$ cat config.mk
export PLATFORM = sky130hd
export DESIGN_NAME = iol_cell
export DESIGN_NICKNAME = d
export VERILOG_FILES = /design/src/rtl/core/indexed_ordered_list_defines.svh /design/src/rtl/core/iol_pkg.sv /design/src/rtl/core/iol_cell.sv
export SDC_FILE = /design/constraint.sdc
export NUM_CORES = 1
export LEC_CHECK = 0
export BUFFER_PORTS_ARGS = -buffer_cell sky130_fd_sc_hd__buf_2
export CAP_MARGIN = 20
export CORE_ASPECT_RATIO = 1.5
export CORE_MARGIN = 8
export CORE_UTILIZATION = 42
export CTS_CLUSTER_DIAMETER = 120
export DETAILED_ROUTE_END_ITERATION = 10
export GPL_ROUTABILITY_DRIVEN = 1
export GPL_TIMING_DRIVEN = 0
export PLACE_DENSITY = 0.82
export SYNTH_ARGS = -nofsm -noshare
export SYNTH_HDL_FRONTEND = slang
export SYNTH_SLANG_ARGS = --single-unit
export TNS_END_PERCENT = 100
$ cat constraint.sdc
create_clock -name clk -period 2.38 [get_ports clk]
set_input_delay 0.476 -clock clk [delete_from_list [all_inputs] [get_ports clk]]
set_output_delay 0.476 -clock clk [all_outputs]
set_load 0.005 [all_outputs]
$ cat src/rtl/core/indexed_ordered_list_defines.svh
// Assertion macros for the indexed ordered list.
`ifndef INDEXED_ORDERED_LIST_DEFINES_SVH
`define INDEXED_ORDERED_LIST_DEFINES_SVH

// Same-cycle implication, disabled in reset.
`define IOL_ASSERT_NOW(label, clk, rst, ante, cons, msg) \
  label: assert property (@(posedge clk) disable iff (rst) (ante) |-> (cons)) else $error(msg);

// Next-cycle implication, disabled in reset.
`define IOL_ASSERT_NEXT(label, clk, rst, ante, cons, msg) \
  label: assert property (@(posedge clk) disable iff (rst) (ante) |=> (cons)) else $error(msg);

`endif

$ cat src/rtl/core/iol_pkg.sv
`default_nettype none

package iol_pkg;

  typedef enum logic [1:0] {
    FUNC_INSERT = 2'd0,
    FUNC_REMOVE = 2'd1,
    FUNC_READ   = 2'd2
  } func_t;

  typedef enum logic [1:0] {
    ST_OK    = 2'd0,
    ST_RANGE = 2'd1,
    ST_FULL  = 2'd2
  } status_t;

  typedef struct packed {
    logic load;
    logic ins;
    logic rem;
    logic rd;
  } cell_op_t;

endpackage

`default_nettype wire

$ cat src/rtl/core/iol_cell.sv
`default_nettype none

module iol_cell #(
  parameter int INDEX  = 0,
  parameter int POS_W  = 7,
  parameter int DATA_W = 32
) (
  input  wire logic              clk,
  input  wire iol_pkg::cell_op_t op,
  input  wire logic [POS_W-1:0]  pos,
  input  wire logic [DATA_W-1:0] value,
  input  wire logic [DATA_W-1:0] left,
  input  wire logic [DATA_W-1:0] right,
  output logic      [DATA_W-1:0] data,
  output logic      [DATA_W-1:0] rd_word
);
  import iol_pkg::*;

  localparam logic [POS_W-1:0] MY_IDX = POS_W'(INDEX);

  logic above;
  logic hit;

  assign above = MY_IDX > pos;
  assign hit   = MY_IDX == pos;

  always_ff @(posedge clk) begin
    if (op.ins && above) begin
      data <= left;
    end else if (op.ins && hit) begin
      data <= value;
    end else if (op.rem && (above || hit)) begin
      data <= right;
    end
  end

  always_ff @(posedge clk) begin
    if (op.load) begin
      rd_word <= (op.rd && hit) ? data : '0;
    end
  end

endmodule

`default_nettype wire

==> impl_metrics.toml, run 1 <==
[final_layout]
multi_input_area_um2 = 726
fin_nets = 398
antenna_cells = 0
drive_gt1_share_pct = 65.6
fill_cells = 514
ff_latch_area_um2 = 1920
area_growth_pct = 36.9

[detailed_routing]
wire_per_inst_um = 16.8
postRouteAntennaNets = 0
drc = 0
via_per_inst = 4.69
drt_iter0_markers = 49
routed_wl_um = 6230
vias = 1737
firstDrtPassIters = 4

[synthesis]
yosys-top-cells-count = "edfxtp_1 (64), and2_1 (32), mux2_4 (30), buf_6 (3), clkbuf_2 (3)"
synth_edf_count = 64
synth_area_leaders = "edfxtp_1 (71%), mux2_4 (17%), and2_1 (7.4%)"
netlist_area_um2 = 2700
synth_seq_area_share_pct = 71.3
synth_top_area_share_pct = 71.3
synth_top_area_cell = "edfxtp_1"
synth_fp_nets = 247
synth.distinct_cells = 11
synthFlopType = "edfxtp_1"
synth_seq_cells = 64
yosysMostFrequentCell = "edfxtp_1"
synth_warnings = 0
synthArstFlopShare_pct = 0
syn-instance-count = 139
syn_avg_cell_area_um2 = 19.4

[placed_design]
io_buffer_count = 139
post-dp-hpwl_um = 4960
place.gp.congestion = 0.746

[timing]
worst_slew_pin_slew_ps = 759
finalHoldViolations = 0
final-setup-viol-count = 0
fin_setup_tns_ps = 0
rsz0062_at_grt = "no"
period_share_pct = 84.4
timing.fmax_ghz = 0.498
max_slew_margin_pct = 49.4
slew_violations = 0
min_period_ps = 2010
skew_ps = 8.61

[cts]
clk_pin_slew_worst_paths_ps = 70
cts_hold_buf = 0
insertion_delay_ps = 330
cts_root_buffer = "clkbuf_8"
cts_buffer_depth = 2
post-cts-setup-buffer-count = 0
cts_tree = "done"
clock_sinks = 64
htreeDepth = 3
cts_buffers = 9
cts-resized-gates = 0

[critical_path]
critPathLaunchType = "primary input"
crit_fanout = 17
critPathBufInv = 2
criticalPathCategory = "primary input to register"
crit_family = "compound AO/OA/AOI/OAI gates"
max_stage_delay_ps = 750
cp.arrival_ps = 2040
path_cells = "buf_2, nor3_1, o211a_1, buf_16"
reg2reg_slack_ps = 1570
slowest_stage = "o211a_1"
required_ps = 2420
critPathCaptureType = "register"

[global_route]
antenna_found_initial = 0
grt_max_degree = 33
overflow = 0
first_global_vias = 1936
grt_pass1_wl_um = 9230
grt.total_usage_pct = 13.5

[power]
p_per_area_nw_per_um2 = 610
p_sw_share_pct = 19.3
vdd_drop_max_v = 0.000348
combPwrFrac_pct = 6.4
power.switching_uw = 433
leakagePower_uw = 0.00176
p_int_uw = 1820
seqPwrFrac_pct = 56.0
p_clk_share_pct = 37.6
finalPower_uw = 2250

[floorplanning]
initial_core_util_pct = 42.5
rows = 36
io_pins = 172
core_area_um2 = 6350
dieArea_um2 = 9290
die_w_um = 81.4
die_h_um = 114

[worst_hold_path]
min_path_type = "primary input to register"

[run_status]
status = "finished, final reports clean"

[run]
maxCapViolations = 0
## flip-flops by register name, indices dropped and copies added, names as in the netlist
| register | cells |
|---|---|
| data | 32 |
| rd_word | 32 |
## metrics by stage
step	cells	hold slack [ps]	util, %	worst slack [ps]	instance area (um2)
finish	370	440	58.1	372	3690
global route	370	424	58.1	269	3690
CTS	370	415	58.1	375	3690
detailed placement	355	529	55.3	13.4	3510
global placement	354	527	54.9	-168	3490
floorplan	139	551	-	433	2700
## final timing paths
check,startpoint,endpoint,cells after the start
worst max-delay path,pos[5],data[21]$_DFFE_PP_,4
worst min-delay path,right[8],data[8]$_DFFE_PP_,2
worst max register to register,data[7]$_DFFE_PP_,rd_word[7]$_SDFFCE_PN0P_,1
worst min register to register,data[24]$_DFFE_PP_,rd_word[24]$_SDFFCE_PN0P_,1
## cells in the final DEF (no fill, tap or decap)
master     count
clkbuf_8       9
clkinv_1       1
o211a_1        1
mux2_4        30
nand3_2        1
buf_16         1
bufinv_16      1
clkbuf_1       1
buf_6          3
nor3_1         1
clkinv_2       3
and2_1        32
nor4_4         1
buf_2        139
clkbuf_2       3
and3_1         1
mux2_2         2
edfxtp_1      64
## power groups by stage
| stage | registers [uW] | logic, uW | clock network [uW] |
|---|---|---|---|
| final | 1260 | 144 | 846 |
| after global routing | 1260 | 157 | 917 |
| after CTS | 1260 | 147 | 883 |
| after detailed placement | 1280 | 146 | 0 |
| after global placement | 1280 | 140 | 0 |
| after floorplan | 1290 | 45.6 | 0 |
## cells by family (layout without fill, tap and decap cells)
group / Yosys count / in the layout / share of synthesized area, %
and+or+nand+nor: 36 / 36 / 9.00
DFF: 64 / 64 / 71.3
muxes: 32 / 32 / 17.5
AOI/OAI and AO/OA: 1 / 1 / 0.371
buffers and inverters: 6 / 161 / 1.81
## cell type report
class / instances / area share (%)
sequential: 64 / 52.1
clock inverter: 5 / 1.32
timing repair buffer: 140 / 19.6
multi-input combinational: 69 / 19.7
clock buffer: 10 / 3.46
buffer: 6 / 1.32
tap: 76 / 2.58
## layer usage
metal	track usage, %	part of all wire (%)	vias up
li1	-	-	821
met1	13.8	35	814
met2	23.1	54	88
met3	4.09	8.3	14
met4	8.26	2.9	0
met5	0	0	-
No activity file was read; power rests on OpenSTA's default activity.
==> run 2, diff against run 1 <==
clock period = 1.9 ns   (was 2.38 ns; I/O delays follow)
==> run 2 against run 1 <==
  * Global-route usage stayed put
  * Sequential share of layout area unchanged
  * Clock-buffer cell count did not move
  * Register-to-register slack lost 480 ps
  * Combinational power grew 26%
  * First-iteration DRC count did not move
  * Largest cell class unchanged
==> impl_metrics.toml, run 2 (synthesized netlist as in run 1, its figures left out) <==
[floorplanning]
die_h_um = 114
die_w_um = 81.4
io_pins = 172
initial_core_util_pct = 42.5
core_area_um2 = 6350
rows = 36
dieArea_um2 = 9290

[detailed_routing]
wire_per_inst_um = 16.8
drc = 0
vias = 1738
top_layer = "met4"
routed_wl_um = 6230
firstDrtPassIters = 4
wl_met3_um = 516
postRouteAntennaNets = 0
wl_met1_um = 2180
drt_iter0_markers = 49
met2WireLength_um = 3350
via_per_inst = 4.70

[critical_path]
required_ps = 1940
rr_worst_depth = 1
reg2reg_slack_ps = 1090
critPathCaptureType = "register"
cp.arrival_ps = 1830
criticalPathCategory = "primary input to register"
crit_fanout = 17
critPathLaunchType = "primary input"

[cts]
htreeDepth = 3
cts_buffer_depth = 2
cts_buffers = 9
clock_sinks = 64
clk_pin_slew_worst_paths_ps = 70
cts_hold_buf = 0
cts_tree = "done"
insertion_delay_ps = 330
cts_root_buffer = "clkbuf_8"

[run]
maxCapViolations = 0

[run_status]
status = "finished, final reports clean"

[power]
p_int_uw = 2280
vdd_drop_max_v = 0.000436
p_clk_share_pct = 37.6
combPwrFrac_pct = 6.4
power.switching_uw = 543
p_per_area_nw_per_um2 = 764
leakagePower_uw = 0.00175
p_sw_share_pct = 19.3
seqPwrFrac_pct = 56.0

[placed_design]
place_inst = 355
placed_cell_area_um2 = 3510
post-dp-hpwl_um = 4960
place.gp.congestion = 0.746
io_buffer_count = 139

[timing]
period_share_pct = 94.5
min_period_ps = 1800
final-setup-viol-count = 0
rsz0062_at_grt = "no"
timing.fmax_ghz = 0.557
worst_slew_pin_slew_ps = 704
max_slew_margin_pct = 53.1
skew_ps = 8.61
slew_violations = 0
finalHoldViolations = 0

[final_layout]
layout_commonest_cell = "buf_2"
fin_nets = 398
area_growth_pct = 36.9
fill_cells = 514
fin_area_um2 = 3690
reg.largest.list = "data x32, rd_word x32"
final_cell_mix = "buf_2 (139), edfxtp_1 (64), and2_1 (32)"
antenna_cells = 0
stdcell_count = 370
drive_gt1_share_pct = 66.0

[global_route]
overflow = 0
first_global_vias = 1936
antenna_found_initial = 0
grt_pass1_wl_um = 9230
grt.total_usage_pct = 13.5
grt_max_degree = 33

[worst_hold_path]
min_path_cells = 2
min_path_type = "primary input to register"
-- run 2: power by group through the flow --
stage	Combinational, uW	Clock [uW]	Sequential, uW
after floorplan	57.2	0	1610
after global placement	176	0	1610
after detailed placement	183	0	1610
after CTS	184	1110	1580
after global routing	197	1150	1580
final	181	1060	1580
-- run 2: worst paths after layout --
check,endpoint,from
hold reg to reg,rd_word[24]$_SDFFCE_PN0P_,data[24]$_DFFE_PP_
hold / removal,data[8]$_DFFE_PP_,right[8]
setup / recovery,data[21]$_DFFE_PP_,pos[5]
setup reg to reg,rd_word[7]$_SDFFCE_PN0P_,data[7]$_DFFE_PP_
-- run 2: per-stage QoR --
step / setup WS [ps] / hold slack (ps) / utilization [%] / setup TNS, ps / total power, uW
3_3_place_gp: -552 / 527 / 54.9 / -20930 / 1780
2_1_floorplan: 49.0 / 492 / - / 0 / 1670
4_1_cts: 113 / 319 / 58.1 / 0 / 2870
5_1_grt: 31.9 / 328 / 58.1 / 0 / 2930
3_5_place_dp: -371 / 529 / 55.3 / -13190 / 1790
6_report: 104 / 344 / 58.1 / 0 / 2820
-- run 2: worst max-delay path, stage by stage --
cell     delay, ps
buf_2          100
nor3_1         500
o211a_2        630
buf_16         220
-- run 2: timing repair --
action                     in CTS  in global routing
setup endpoints to repair      14                  0
gates resized for setup         1                  0
buffers inserted                0                  0
-- run 2: per-layer routing --
metal,GRT usage [%],vias to the layer above
met4,8.26,0
met1,13.8,815
met5,0,-
li1,-,821
met3,4.09,14
met2,23.1,88
-- run 2: area by class of cell --
class | count | area [um2] | area share, %
Clock buffer | 10 | 128 | 3.46
Multi-Input combinational cell | 69 | 726 | 19.7
Clock inverter | 5 | 48.8 | 1.32
Timing Repair Buffer | 140 | 723 | 19.6
Tap cell | 76 | 95.1 | 2.58
Buffer | 6 | 48.8 | 1.32
Sequential cell | 64 | 1920 | 52.1
